[src/rtl/multi_client_heartbeat_watchdog_macros.svh]
// Assertion macros shared by the heartbeat watchdog RTL.
`ifndef MULTI_CLIENT_HEARTBEAT_WATCHDOG_MACROS_SVH
`define MULTI_CLIENT_HEARTBEAT_WATCHDOG_MACROS_SVH

// same-cycle implication, sampled on clk, off during reset
`define HBW_ASSERT_NOW(label, ante, cons, msg) \
  label: assert property (@(posedge clk) disable iff (!rst_n) (ante) |-> (cons)) \
    else $error(msg);

// next-cycle implication, sampled on clk, off during reset
`define HBW_ASSERT_NEXT(label, ante, cons, msg) \
  label: assert property (@(posedge clk) disable iff (!rst_n) (ante) |=> (cons)) \
    else $error(msg);

`endif

[src/rtl/hbw_pkg.sv]
// Shared types and constants of the heartbeat watchdog.
package hbw_pkg;

  localparam int ID_W   = 22;
  localparam int TAG_W  = 32;
  localparam int PER_W  = 16;
  localparam int TIME_W = 32;
  localparam int MISS_W = 8;
  localparam int SLOT_W = 4;
  localparam int LIM_W  = MISS_W + PER_W;
  localparam int CFG_IDX_W  = 1;
  localparam int CFG_DATA_W = 16;

  localparam logic [1:0] ACT_REGISTER = 2'd0;
  localparam logic [1:0] ACT_FEED     = 2'd1;
  localparam logic [1:0] ACT_UNREG    = 2'd2;
  localparam logic [1:0] ACT_TICK     = 2'd3;

  localparam logic [1:0] KIND_ACK     = 2'd0;
  localparam logic [1:0] KIND_RESTART = 2'd1;
  localparam logic [1:0] KIND_DONE    = 2'd2;

  localparam logic [1:0] ST_OK        = 2'd0;
  localparam logic [1:0] ST_NOT_FOUND = 2'd1;
  localparam logic [1:0] ST_FULL      = 2'd2;

  localparam logic [CFG_IDX_W-1:0] CFG_MAX_MISSED     = 1'b0;
  localparam logic [CFG_IDX_W-1:0] CFG_DEFAULT_PERIOD = 1'b1;

  typedef struct packed {
    logic [ID_W-1:0]   id;
    logic [TAG_W-1:0]  tag;
    logic [PER_W-1:0]  period;
    logic [TIME_W-1:0] last_feed;
  } entry_t;

  typedef struct packed {
    logic rd_en;
    logic wr_en;
    logic set_valid;
    logic clr_valid;
  } tbl_ctl_t;

endpackage

[src/rtl/hbw_table.sv]
// Client table: entry memory with registered read plus per-slot valid bits.
module hbw_table #(
  parameter int ENTRIES = 16,
  parameter int IW      = 4
) (
  input  logic             clk,
  input  logic             rst_n,
  input  hbw_pkg::tbl_ctl_t ctl,
  input  logic [IW-1:0]    rd_addr,
  input  logic [IW-1:0]    wr_addr,
  input  hbw_pkg::entry_t  wr_data,
  output hbw_pkg::entry_t  rd_data,
  output logic             rd_valid
);
  import hbw_pkg::*;

  entry_t             mem [ENTRIES];
  entry_t             rd_data_r;
  logic               rd_valid_r;
  logic [ENTRIES-1:0] valid_r;

  always_ff @(posedge clk) begin
    if (ctl.wr_en) begin
      mem[wr_addr] <= wr_data;
    end
    if (ctl.rd_en) begin
      rd_data_r <= mem[rd_addr];
    end
  end

  always_ff @(posedge clk) begin
    if (!rst_n) begin
      valid_r    <= '0;
      rd_valid_r <= 1'b0;
    end else begin
      if (ctl.set_valid) begin
        valid_r[wr_addr] <= 1'b1;
      end else if (ctl.clr_valid) begin
        valid_r[wr_addr] <= 1'b0;
      end
      if (ctl.rd_en) begin
        rd_valid_r <= valid_r[rd_addr];
      end
    end
  end

  assign rd_data  = rd_data_r;
  assign rd_valid = rd_valid_r;

endmodule

[src/rtl/hbw_ctrl.sv]
// Command sequencer: slot scan, expiry check, table update and result register.
module hbw_ctrl #(
  parameter int ENTRIES = 16,
  parameter int IW      = 4
) (
  input  logic                        clk,
  input  logic                        rst_n,
  input  logic                        in_valid,
  output logic                        in_ready,
  input  logic [1:0]                  in_action,
  input  logic [hbw_pkg::ID_W-1:0]    in_client_id,
  input  logic [hbw_pkg::TAG_W-1:0]   in_name_tag,
  input  logic [hbw_pkg::PER_W-1:0]   in_period,
  output logic                        out_valid,
  input  logic                        out_ready,
  output logic [1:0]                  out_kind,
  output logic [1:0]                  out_status,
  output logic [hbw_pkg::TAG_W-1:0]   out_client_tag,
  output logic [hbw_pkg::ID_W-1:0]    out_target_id,
  output logic [hbw_pkg::SLOT_W-1:0]  out_slot,
  output logic                        out_last,
  input  logic [hbw_pkg::MISS_W-1:0]  max_missed,
  input  logic [hbw_pkg::PER_W-1:0]   dflt_period,
  output hbw_pkg::tbl_ctl_t           tbl_ctl,
  output logic [IW-1:0]               tbl_rd_addr,
  output logic [IW-1:0]               tbl_wr_addr,
  output hbw_pkg::entry_t             tbl_wr_data,
  input  hbw_pkg::entry_t             tbl_rd_data,
  input  logic                        tbl_rd_valid
);
  import hbw_pkg::*;

  `include "multi_client_heartbeat_watchdog_macros.svh"

  localparam int SXW = (IW > SLOT_W) ? IW : SLOT_W;
  localparam logic [IW-1:0] LAST_SLOT = IW'(ENTRIES - 1);

  localparam logic [1:0] S_IDLE   = 2'd0;
  localparam logic [1:0] S_SCAN   = 2'd1;
  localparam logic [1:0] S_FINISH = 2'd2;

  logic [1:0]        state_r, state_nxt;
  logic [1:0]        op_r;
  logic [ID_W-1:0]   id_r;
  logic [TAG_W-1:0]  tag_r;
  logic [PER_W-1:0]  per_r;
  logic [TIME_W-1:0] now_r, now_nxt;
  logic [IW-1:0]     eval_r, eval_nxt;
  logic              hit_found_r, hit_found_nxt;
  logic [IW-1:0]     hit_r, hit_nxt;
  entry_t            hit_word_r, hit_word_nxt;
  logic              free_found_r, free_found_nxt;
  logic [IW-1:0]     free_r, free_nxt;

  logic              out_valid_r;
  logic [1:0]        out_kind_r, out_kind_nxt;
  logic [1:0]        out_status_r, out_status_nxt;
  logic [TAG_W-1:0]  out_tag_r, out_tag_nxt;
  logic [ID_W-1:0]   out_id_r, out_id_nxt;
  logic [SLOT_W-1:0] out_slot_r, out_slot_nxt;
  logic              out_last_r, out_last_nxt;
  logic              out_load;
  logic              out_free;

  logic              accept;
  logic              id_match, tag_match, slot_hit, expired, stall, last_slot;
  logic [TIME_W-1:0] elapsed;
  logic [LIM_W-1:0]  limit;
  logic [PER_W-1:0]  eff_period;
  logic [SXW-1:0]    eval_wide, hit_wide, free_wide;

  assign in_ready  = (state_r == S_IDLE);
  assign accept    = in_valid && in_ready;
  assign out_free  = !out_valid_r || out_ready;

  assign id_match  = tbl_rd_valid && (tbl_rd_data.id == id_r);
  assign tag_match = tbl_rd_valid && (tbl_rd_data.tag == tag_r);
  assign slot_hit  = (op_r == ACT_REGISTER) ? (id_match || tag_match) :
                     ((op_r != ACT_TICK) && id_match);
  assign elapsed   = now_r - tbl_rd_data.last_feed;
  assign limit     = LIM_W'(max_missed) * LIM_W'(tbl_rd_data.period);
  assign expired   = (op_r == ACT_TICK) && tbl_rd_valid && (elapsed > TIME_W'(limit));
  assign stall     = expired && !out_free;
  assign last_slot = (eval_r == LAST_SLOT);
  assign eff_period = (per_r == '0) ? dflt_period : per_r;

  assign eval_wide = SXW'(eval_r);
  assign hit_wide  = SXW'(hit_r);
  assign free_wide = SXW'(free_r);

  always_comb begin
    state_nxt      = state_r;
    now_nxt        = now_r;
    eval_nxt       = eval_r;
    hit_found_nxt  = hit_found_r;
    hit_nxt        = hit_r;
    hit_word_nxt   = hit_word_r;
    free_found_nxt = free_found_r;
    free_nxt       = free_r;
    out_load       = 1'b0;
    out_kind_nxt   = KIND_ACK;
    out_status_nxt = ST_OK;
    out_tag_nxt    = '0;
    out_id_nxt     = id_r;
    out_slot_nxt   = '0;
    out_last_nxt   = 1'b1;
    tbl_ctl        = '0;
    tbl_rd_addr    = '0;
    tbl_wr_addr    = eval_r;
    tbl_wr_data    = tbl_rd_data;

    unique case (state_r)
      S_IDLE: begin
        if (accept) begin
          tbl_ctl.rd_en  = 1'b1;
          eval_nxt       = '0;
          hit_found_nxt  = 1'b0;
          free_found_nxt = 1'b0;
          if (in_action == ACT_TICK) begin
            now_nxt = now_r + 1'b1;
          end
          state_nxt = S_SCAN;
        end
      end
      S_SCAN: begin
        if (!stall) begin
          if (!hit_found_r && slot_hit) begin
            hit_found_nxt = 1'b1;
            hit_nxt       = eval_r;
            hit_word_nxt  = tbl_rd_data;
          end
          if (!free_found_r && !tbl_rd_valid) begin
            free_found_nxt = 1'b1;
            free_nxt       = eval_r;
          end
          if (expired) begin
            tbl_ctl.wr_en         = 1'b1;
            tbl_wr_data.last_feed = now_r;
            out_load              = 1'b1;
            out_kind_nxt          = KIND_RESTART;
            out_tag_nxt           = tbl_rd_data.tag;
            out_id_nxt            = tbl_rd_data.id;
            out_slot_nxt          = eval_wide[SLOT_W-1:0];
            out_last_nxt          = 1'b0;
          end
          if (last_slot) begin
            state_nxt = S_FINISH;
          end else begin
            tbl_ctl.rd_en = 1'b1;
            tbl_rd_addr   = eval_r + 1'b1;
            eval_nxt      = eval_r + 1'b1;
          end
        end
      end
      S_FINISH: begin
        tbl_wr_addr = hit_r;
        tbl_wr_data = hit_word_r;
        if (out_free) begin
          out_load  = 1'b1;
          state_nxt = S_IDLE;
          unique case (op_r)
            ACT_TICK: begin
              out_kind_nxt = KIND_DONE;
              out_id_nxt   = '0;
            end
            ACT_REGISTER: begin
              tbl_wr_data.id        = id_r;
              tbl_wr_data.period    = eff_period;
              tbl_wr_data.last_feed = now_r;
              if (hit_found_r) begin
                tbl_ctl.wr_en = 1'b1;
                out_slot_nxt  = hit_wide[SLOT_W-1:0];
              end else if (free_found_r) begin
                tbl_ctl.wr_en     = 1'b1;
                tbl_ctl.set_valid = 1'b1;
                tbl_wr_addr       = free_r;
                tbl_wr_data.tag   = tag_r;
                out_slot_nxt      = free_wide[SLOT_W-1:0];
              end else begin
                out_status_nxt = ST_FULL;
              end
            end
            ACT_FEED: begin
              if (hit_found_r) begin
                tbl_ctl.wr_en         = 1'b1;
                tbl_wr_data.last_feed = now_r;
                out_slot_nxt          = hit_wide[SLOT_W-1:0];
              end else begin
                out_status_nxt = ST_NOT_FOUND;
              end
            end
            default: begin
              if (hit_found_r) begin
                tbl_ctl.clr_valid = 1'b1;
                out_slot_nxt      = hit_wide[SLOT_W-1:0];
              end else begin
                out_status_nxt = ST_NOT_FOUND;
              end
            end
          endcase
        end
      end
      default: begin
        state_nxt = S_IDLE;
      end
    endcase
  end

  always_ff @(posedge clk) begin
    if (!rst_n) begin
      state_r      <= S_IDLE;
      now_r        <= '0;
      eval_r       <= '0;
      hit_found_r  <= 1'b0;
      free_found_r <= 1'b0;
      out_valid_r  <= 1'b0;
    end else begin
      state_r      <= state_nxt;
      now_r        <= now_nxt;
      eval_r       <= eval_nxt;
      hit_found_r  <= hit_found_nxt;
      free_found_r <= free_found_nxt;
      if (out_load) begin
        out_valid_r <= 1'b1;
      end else if (out_ready) begin
        out_valid_r <= 1'b0;
      end
    end
  end

  always_ff @(posedge clk) begin
    hit_r      <= hit_nxt;
    hit_word_r <= hit_word_nxt;
    free_r     <= free_nxt;
    if (accept) begin
      op_r  <= in_action;
      id_r  <= in_client_id;
      tag_r <= in_name_tag;
      per_r <= in_period;
    end
    if (out_load) begin
      out_kind_r   <= out_kind_nxt;
      out_status_r <= out_status_nxt;
      out_tag_r    <= out_tag_nxt;
      out_id_r     <= out_id_nxt;
      out_slot_r   <= out_slot_nxt;
      out_last_r   <= out_last_nxt;
    end
  end

  assign out_valid      = out_valid_r;
  assign out_kind       = out_kind_r;
  assign out_status     = out_status_r;
  assign out_client_tag = out_tag_r;
  assign out_target_id  = out_id_r;
  assign out_slot       = out_slot_r;
  assign out_last       = out_last_r;

  `HBW_ASSERT_NEXT(a_accept_starts_scan, accept, (state_r == S_SCAN) && (eval_r == '0), "accepted beat did not start a scan at slot zero")
  `HBW_ASSERT_NEXT(a_stall_holds_slot, (state_r == S_SCAN) && stall, $stable(eval_r), "scan slot advanced while a restart was blocked")
  `HBW_ASSERT_NOW(a_scan_write_tick_only, (state_r == S_SCAN) && tbl_ctl.wr_en, op_r == ACT_TICK, "table written during a non-tick scan")
  `HBW_ASSERT_NOW(a_single_valid_update, 1'b1, !(tbl_ctl.set_valid && tbl_ctl.clr_valid), "valid bit set and cleared together")
  `HBW_ASSERT_NOW(a_done_is_last, out_valid_r && (out_kind_r == KIND_DONE), out_last_r, "scan-done beat without last")

endmodule

[src/rtl/multi_client_heartbeat_watchdog.sv]
// Heartbeat watchdog top level: configuration registers, client table and sequencer.
// Each command reads all ENTRIES slots, one per cycle while no restart beat is held back by a
// full output register, then updates and loads a result. A new input beat is taken only in
// idle, once the final result beat of the previous command has been loaded.
// Reset clears valid bits, tick counter and output valid; 3 missed feeds, period 10.
module multi_client_heartbeat_watchdog #(
  parameter int ENTRIES = 16
) (
  input  logic                             clk,
  input  logic                             rst_n,
  input  logic                             in_valid,
  output logic                             in_ready,
  input  logic [1:0]                       in_action,
  input  logic [hbw_pkg::ID_W-1:0]         in_client_id,
  input  logic [hbw_pkg::TAG_W-1:0]        in_name_tag,
  input  logic [hbw_pkg::PER_W-1:0]        in_period,
  output logic                             out_valid,
  input  logic                             out_ready,
  output logic [1:0]                       out_kind,
  output logic [1:0]                       out_status,
  output logic [hbw_pkg::TAG_W-1:0]        out_client_tag,
  output logic [hbw_pkg::ID_W-1:0]         out_target_id,
  output logic [hbw_pkg::SLOT_W-1:0]       out_slot,
  output logic                             out_last,
  input  logic                             cfg_valid,
  output logic                             cfg_ready,
  input  logic [hbw_pkg::CFG_IDX_W-1:0]    cfg_index,
  input  logic [hbw_pkg::CFG_DATA_W-1:0]   cfg_data
);
  import hbw_pkg::*;

  localparam int IW = (ENTRIES > 1) ? $clog2(ENTRIES) : 1;

  logic [MISS_W-1:0] max_missed_r;
  logic [PER_W-1:0]  dflt_period_r;
  tbl_ctl_t          tbl_ctl;
  logic [IW-1:0]     tbl_rd_addr;
  logic [IW-1:0]     tbl_wr_addr;
  entry_t            tbl_wr_data;
  entry_t            tbl_rd_data;
  logic              tbl_rd_valid;

  assign cfg_ready = 1'b1;

  always_ff @(posedge clk) begin
    if (!rst_n) begin
      max_missed_r  <= MISS_W'(3);
      dflt_period_r <= PER_W'(10);
    end else if (cfg_valid && cfg_ready) begin
      unique case (cfg_index)
        CFG_MAX_MISSED:     max_missed_r  <= cfg_data[MISS_W-1:0];
        CFG_DEFAULT_PERIOD: dflt_period_r <= cfg_data[PER_W-1:0];
        default: begin
          max_missed_r <= max_missed_r;
        end
      endcase
    end
  end

  hbw_table #(
    .ENTRIES (ENTRIES),
    .IW      (IW)
  ) u_table (
    .clk      (clk),
    .rst_n    (rst_n),
    .ctl      (tbl_ctl),
    .rd_addr  (tbl_rd_addr),
    .wr_addr  (tbl_wr_addr),
    .wr_data  (tbl_wr_data),
    .rd_data  (tbl_rd_data),
    .rd_valid (tbl_rd_valid)
  );

  hbw_ctrl #(
    .ENTRIES (ENTRIES),
    .IW      (IW)
  ) u_ctrl (
    .clk            (clk),
    .rst_n          (rst_n),
    .in_valid       (in_valid),
    .in_ready       (in_ready),
    .in_action      (in_action),
    .in_client_id   (in_client_id),
    .in_name_tag    (in_name_tag),
    .in_period      (in_period),
    .out_valid      (out_valid),
    .out_ready      (out_ready),
    .out_kind       (out_kind),
    .out_status     (out_status),
    .out_client_tag (out_client_tag),
    .out_target_id  (out_target_id),
    .out_slot       (out_slot),
    .out_last       (out_last),
    .max_missed     (max_missed_r),
    .dflt_period    (dflt_period_r),
    .tbl_ctl        (tbl_ctl),
    .tbl_rd_addr    (tbl_rd_addr),
    .tbl_wr_addr    (tbl_wr_addr),
    .tbl_wr_data    (tbl_wr_data),
    .tbl_rd_data    (tbl_rd_data),
    .tbl_rd_valid   (tbl_rd_valid)
  );

endmodule

[config.mk]
export PLATFORM = sky130hd
export DESIGN_NAME = multi_client_heartbeat_watchdog
export DESIGN_NICKNAME = d
export VERILOG_FILES = /design/src/rtl/hbw_pkg.sv /design/src/rtl/hbw_table.sv /design/src/rtl/hbw_ctrl.sv /design/src/rtl/multi_client_heartbeat_watchdog.sv
export VERILOG_INCLUDE_DIRS = /design/src /design/src/rtl
export SDC_FILE = /design/constraint.sdc
export NUM_CORES = 2
export LEC_CHECK = 0
export BUFFER_PORTS_ARGS = -buffer_cell sky130_fd_sc_hd__buf_2
export CORE_MARGIN = 2
export CORE_UTILIZATION = 40
export CTS_CLUSTER_DIAMETER = 30
export DETAILED_ROUTE_END_ITERATION = 7
export SYNTH_ARGS = -nofsm -noshare
export SYNTH_HDL_FRONTEND = slang
export SYNTH_HIERARCHICAL = 1
export SYNTH_SLANG_ARGS = --single-unit
[constraint.sdc]
create_clock -name clk -period 16.3 [get_ports clk]
set_input_delay 4.075 -clock clk [delete_from_list [all_inputs] [get_ports clk]]
set_output_delay 4.075 -clock clk [all_outputs]
set_load 0.02 [all_outputs]
## After elaboration in Yosys (flattened, before gate mapping)

Memory sizes are Yosys's and may differ from the RTL's. A register that Yosys moved wholly into a read port is not among the register bits.
Cells that the tools add are included.

| word-level totals | value |
|---|---|
| bits of input ports | 94 |
| bits in writable memories | 1632 |
| memories | 1 |
| logic and storage cells | 181 |
| register bits | 327 |

| operators by class | value |
|---|---|
| $mul | 1 |
| equality and inequality tests | 16 |
| bitwise logic cells | 7 |
| reductions and logical operators | 36 |
| $add $sub $neg | 3 |
| $lt $le $gt $ge | 4 |
| mux-type cells | 87 |

Memories:

| name | depth | width | rd ports | clocked after memory_dff | wr ports | line | source |
|---|---|---|---|---|---|---|---|
| u_table.mem | 16 | 102 | 1 | 1 | 1 | hbw_table.sv:17 | `entry_t mem [ENTRIES];` |

Operator list:

| cell | number |
|---|---|
| $mux 32 | 5 |
| $mux 70 | 2 |
| $pmux 32 s2 | 2 |
| $mux 102 | 1 |
| $mux 22 | 4 |
| $mux 4 | 17 |
| $mux 16 | 3 |
| $pmux 22 s2 | 1 |
| $add 32x1->32 const B | 1 |
| $eq 32x32->1 | 1 |
| $gt 32x24->1 | 1 |
| $sub 32x32->32 | 1 |
| $mux 1 | 25 |
| $mul 8x16->24 | 1 |
| $mux 2 | 12 |
| $pmux 4 s2 | 3 |
| $eq 22x22->1 | 1 |
| $and 16x16->16 | 1 |
| $logic_not 16->1 | 1 |
| $not 16->16 | 1 |
| $or 16x16->16 | 1 |
| $reduce_and 4->1 | 4 |
| $pmux 1 s2 | 6 |
| $logic_and 1x1->1 | 10 |
| 22 further kinds | 49 |

## Logic depth before layout (Yosys ltp)

| logic depth | value |
|---|---|
| depth after elaboration | 13 |
| mapped depth | 40 |
| mapped depth without buffers | 35 |

## Modules after synthesis

Netlist, hierarchy kept.

By module, submodules not included:

| module | seq. area each (um^2) | cells an instance | area each (um^2) | instances |
|---|---|---|---|---|
| hbw_table | 52410.3 | 2484 | 65307.6 | 1 |
| hbw_ctrl | 8177.8 | 2035 | 20369.5 | 1 |
| multi_client_heartbeat_watchdog | 480.5 | 105 | 958.4 | 1 |

## Least setup slack after synthesis

OpenSTA, ideal clock, no wires.

| path | value |
|---|---|
| path type | register -> register |
| start | reg max_missed_r[7] |
| end | reg u_ctrl.out_tag_r[0], in the netlist u_ctrl/out_client_tag[0], enable pin |
| stages on the path, launching flop included | 29 |
| library setup time | 0.580 ns |
| data arrival time | 10.735 ns |
| clock period less this slack | 11.315 ns |
| setup slack | 4.985 ns |
| cells stage by stage | dfxtp_1 > clkbuf_1 > nand2_1 > fa_1 > fa_1 > inv_1 > fa_1 > inv_1 > fa_1 > inv_1 > ha_1 > nor2b_1 > o21a_1 > o311ai_0 > nand3_1 > and2_1 > a221oi_1 > nor2b_1 > xor2_1 > ha_1 > nand4_1 > nor3_1 > o41ai_1 > o211ai_1 > a21oi_1 > nand4b_1 > o41a_1 > nand3_1 > a21boi_0 |

| between the ends | value |
|---|---|
| word-level cells in the longest chain between the ends | 6 |

Ends and longest elaborated chain:

| element | line | source |
|---|---|---|
| start: declaration | multi_client_heartbeat_watchdog.sv:34 | `logic [MISS_W-1:0] max_missed_r;` |
| start signal: assignment | multi_client_heartbeat_watchdog.sv:51 | `CFG_MAX_MISSED: max_missed_r <= cfg_data[MISS_W-1:0];` |
| start signal: assignment | multi_client_heartbeat_watchdog.sv:54 | `max_missed_r <= max_missed_r;` |
| $mul 8x16->24 (*) | hbw_ctrl.sv:81 | `assign limit = LIM_W'(max_missed) * LIM_W'(tbl_rd_data.period);` |
| $gt 32x24->1 (*) | hbw_ctrl.sv:82 | `assign expired = (op_r == ACT_TICK) && tbl_rd_valid && (elapsed > TIME_W'(limit));` |
| $logic_and 1x1->1 (*) | hbw_ctrl.sv:82 |  |
| $mux 1 / $logic_and 1x1->1 (equally long branches) | hbw_ctrl.sv:136, hbw_ctrl.sv:83 |  |
| $mux 1 (*) | hbw_ctrl.sv:126 | `if (!stall) begin` |
| $pmux 1 s2 (*) | hbw_ctrl.sv:112 | `unique case (state_r)` |
| net u_ctrl.out_load | hbw_ctrl.sv:62 | `logic out_load;` |
| end signal: assignment | hbw_ctrl.sv:244 | `out_tag_r <= out_tag_nxt;` |
| end: declaration | hbw_ctrl.sv:58 | `logic [TAG_W-1:0] out_tag_r, out_tag_nxt;` |

The timed path passes the listed nets; every way through them passes the cells marked *.
A chain may end at the register's enable or synchronous reset.

## Worst setup path after layout

| path | value |
|---|---|
| start | reg max_missed_r[6] |
| end | reg, netlist name u_table/rd_data[21] |

| between the ends | value |
|---|---|
| word-level cells in the longest chain between the ends | 6 |

Ends and longest elaborated chain:

| element | line | source |
|---|---|---|
| $mul 8x16->24 | hbw_ctrl.sv:81 |  |
| $gt 32x24->1 | hbw_ctrl.sv:82 |  |
| $logic_and 1x1->1 | hbw_ctrl.sv:82 |  |
| $logic_and 1x1->1 | hbw_ctrl.sv:83 | `assign stall = expired && !out_free;` |
| $mux 4 | hbw_ctrl.sv:126 |  |
| $mux 4 | hbw_ctrl.sv:112 |  |
| net tbl_rd_addr[0] | multi_client_heartbeat_watchdog.sv:37 | `logic [IW-1:0] tbl_rd_addr;` |

The timed path passes the listed nets, and every way through them passes these cells.

==> summary.md <==
| Metric | Value |
|---|---|
| Status | `complete, no violations` |
| Clk buf depth | `4` |
| HPWL Detailed | `116,000 um` |
| Top_reg_cell synth | `edfxtp_1` |
| Sequential fraction of the synthesis area | `0.705` |
| Crit path to | `u_table/rd_data[21]$_DFFE_PP_` |
| GRT Overall Usage | `0.197` |
| Routability cong. | `0.827` |
| Critical path endpoint category | `flop` |
| Hold Path Cell Cnt | `2` |
| Number of enable flip-flop cells after synthesis | `1,979` |
| Max-slew violation count | `0` |
| Cell area after synthesis | `86,600 um^2` |
| Via count | `46,200` |
| Post-route cell area | `104,000 um^2` |
| Area grow syn2layout | `20.4%` |
| Register area | `61,100 um^2` |
| Critical Path AT | `12.21 ns` |
| Yosys warnings | `6` |
| Antenna violations before repair | `8` |
| Post-Synthesis Net Count | `4,911` |
| Num ports | `160` |
| Final nets | `5,309` |
| P_leak | `34.9 nW` |
| ANT nets after route | `0` |
| Largest net degree at the start of global routing | `117` |
| FFs w/ async S/R, synth | `0` |
| Maximum ir drop on the vdd rail | `0.141 mV` |
| Syn Area/Cell | `18.7 um^2` |
| Fmax achieved | `86.1 MHz` |
| TritonRoute pass-1 iters | `5` |
| Initial drt markers | `4,463` |
| Starting density of the core | `0.403` |
| Max cap viols | `0` |
| R2R cell count | `32` |
| CP Launch Type | `flop` |
| Die area | `220,000 um^2` |
| First-pass GRT wire length | `322,000 um` |
| Placed instance area | `90,500 um^2` |
| Worst-path clk slew | `0.04 ns` |
| Relative slew slack | `0.211` |
| CTS Hold Bufs | `0` |
| Crit path top cell by count | `fa_1` |
| FF+latch count, synth | `2,061` |
| CP Launch Point | `max_missed_r[6]$_SDFFE_PN0P_` |
| WHS | `0.448 ns` |
| Critical Path RT | `16.89 ns` |
| Ratio of cells with drive above 1 in the final layout | `0.268` |
| Via density | `5.65` |
| Setup violators final | `0` |
| Endpoints failing hold | `0` |
| CTS Buf Count | `407` |
| CP max stage delay | `0.78 ns` |
| Post-synthesis cell type count | `75` |
| Drt wl/cell | `26.8 um` |
| PD cells | `195 nW/um^2` |
| Core footprint | `215,000 um^2` |
| RSZ-0062 raised after global routing | `false` |
| Worst R2R Setup Slack | `4.68 ns` |
| Clock Sinks | `2,061` |
| R2R Path Start | `max_missed_r[6]$_SDFFE_PN0P_` |
| Max FO, Critical Path | `109` |
| # rows | `170` |
| CTS root buf | `clkbuf_16` |
| Clk_lat worst skew | `0.97 ns` |
| Cells after Synth | `4,624` |
| Setup TNS | `0 ns` |
| Crit path time final | `11.62 ns` |
| Total Wirelength | `219,000 um` |
| Cell at the slowest stage of the critical path | `buf_4` |
| Area of the multi-input gates | `23,800 um^2` |
| Yosys top cell by area | `edfxtp_1` |
| Vias in the first global route | `47,700` |
| DRC Markers | `0` |
| CP Class | `reg2reg` |
| CTS tree | `done` |
| Post_cts resized | `0` |
| H-tree levels | `5` |
| Slew @ Worst Pin | `1.18 ns` |
| Post-CTS setup buffers | `0` |
| Gr ovfl total | `0` |
| Fillers | `17,600` |
| Final period utilization | `0.713` |
| Largest cells by area after synthesis | `edfxtp_1 69%, mux4_2 13%, fa_1 2.0%` |
| Die W | `469 um` |
| Fin util | `0.485` |
| Worst clock skew | `0.119 ns` |
| Die Ht | `469 um` |
| Min-delay worst type | `reg2reg` |
| Area share of the largest cell type after synthesis | `0.686` |
| Reg-to-Reg End | `u_table/rd_data[21]$_DFFE_PP_` |
| Port bufs | `158` |
==> cell usage in the layout (no fill, tap or decap), types with 14 or more instances in the layout <==
cell,count
inv_1,188
buf_2,157
nand3_1,73
clkinv_2,51
xor2_1,32
o21ai_1,15
nand4_1,34
mux2_2,17
clkbuf_16,413
clkinv_1,49
xnor2_1,92
mux2i_1,76
and3_1,55
and2_1,134
mux4_2,512
o21ai_0,50
clkinvlp_4,44
a21oi_1,130
or4_1,33
bufinv_16,64
a21o_1,14
dfxtp_1,82
o22a_1,32
nand2_1,221
clkbuf_1,46
nor2_1,107
inv_6,24
ha_1,105
o311a_1,33
clkinv_4,34
edfxtp_1,1979
nor2b_1,32
o211ai_1,55
buf_4,64
fa_1,85
==> synthesized netlist by cell type, types with 5 or more instances <==
cell type  instances
or3_1             12
a21oi_1          131
a211oi_1           6
o311a_1           33
buf_6             31
o21ai_0           50
mux2_2            17
ha_1             108
dfxtp_1           82
o211ai_1          55
mux4_2           512
edfxtp_1        1979
nor2b_1           33
mux2i_1           76
nor2_1           109
clkbuf_1         147
nor4_1             8
a21boi_0           9
xor2_1            32
nand2b_1           8
a32oi_1           10
nor3_1            12
fa_1              85
buf_4             22
or4_1             33
o22ai_1            8
nand3b_1           5
nor3b_1            5
buf_1             19
and2_1           141
o21a_1            11
a21o_1            14
and4_1             7
o21ai_1           15
o22a_1            32
xnor2_1           92
buf_2             18
nand4_1           34
a22oi_1            9
nand2_1          223
nand3_1           73
inv_1            189
and3_1            68
a31oi_1            9
==> area by class of cell <==
class                           count  area share
Timing Repair Buffer              226      0.0131
Inverter                          189     0.00683
Multi-Input combinational cell   2137       0.228
Clock inverter                    272      0.0315
Antenna cell                        2   0.0000480
Tap cell                         2838      0.0340
Clock buffer                      460       0.101
Sequential cell                  2061       0.586
==> report_power, final <==
group | internal (mW) | total, mW | switching (mW)
sequential | 7.24 | 7.52 | 0.281
clock | 5.62 | 8.31 | 2.68
combinational | 1.63 | 4.51 | 2.88
total | 14.5 | 20.3 | 5.85
==> worst min path at each step <==
stage / start / to / slack [ns]
after floorplan: u_ctrl/eval_r[2]$_SDFFE_PN0P_ / u_ctrl/free_r[2]$_DFFE_PP_ / 0.42
after global placement: dflt_period_r[10]$_SDFFE_PN0P_ / dflt_period_r[10]$_SDFFE_PN0P_ / 0.44
after detailed placement: dflt_period_r[0]$_SDFFE_PN0P_ / dflt_period_r[0]$_SDFFE_PN0P_ / 0.44
after CTS: dflt_period_r[0]$_SDFFE_PN0P_ / dflt_period_r[0]$_SDFFE_PN0P_ / 0.45
after global routing: dflt_period_r[0]$_SDFFE_PN0P_ / dflt_period_r[0]$_SDFFE_PN0P_ / 0.47
final: dflt_period_r[12]$_SDFFE_PN0P_ / dflt_period_r[12]$_SDFFE_PN0P_ / 0.45
==> stage by stage <==
stage                     setup WS [ns]  power [mW]  cells
final                              4.68        20.3   8185
after CTS                          4.51        20.5   8183
after floorplan                    4.99        10.8   4624
after detailed placement           4.63        12.1   7451
after global placement             4.78        12.0   7451
after global routing               3.87        21.2   8185
==> registers in the layout, summed over array words and instances (netlist names), 22 cells and up, named ones only <==
register / cells
u_table/mem: 1632
u_ctrl/hit_word_r: 102
u_table/rd_data: 102
u_ctrl/now_r: 32
u_ctrl/out_client_tag: 32
u_ctrl/tag_r: 32
u_ctrl/id_r: 22
u_ctrl/out_target_id: 22
==> worst max-delay path: cells and delay by family (launching register included) <==
| kind | cells | cell delay (ns) |
|---|---|---|
| compound gates | 8 | 2.64 |
| xor+xnor | 1 | 0.18 |
| fa+ha+maj | 6 | 2.73 |
| buf+inv | 6 | 2.28 |
| flops | 1 | 0.66 |
| mux | 2 | 1.08 |
| simple gates | 9 | 1.49 |
==> cells by family (layout without fill, tap and decap cells) <==
logic type,after synthesis,in the layout,share of synthesized area
adder cells (fa/ha/maj),193,193,0.0352
flip-flops,2061,2061,0.705
multiplexers,605,605,0.144
buffers and inverters,426,1147,0.0224
AND/OR/NAND/NOR,787,787,0.0474
AO/OA/AOI/OAI,427,427,0.0335
other,1,3,0.0000433
XOR/XNOR,124,124,0.0125
==> layer usage <==
layer	track usage	part of all wire
met1	0.278	0.43
met2	0.314	0.48
met3	0.0360	0.065
met4	0.0576	0.021
met5	0	0.000073
Note: power is estimated with default switching activity, not from simulation.
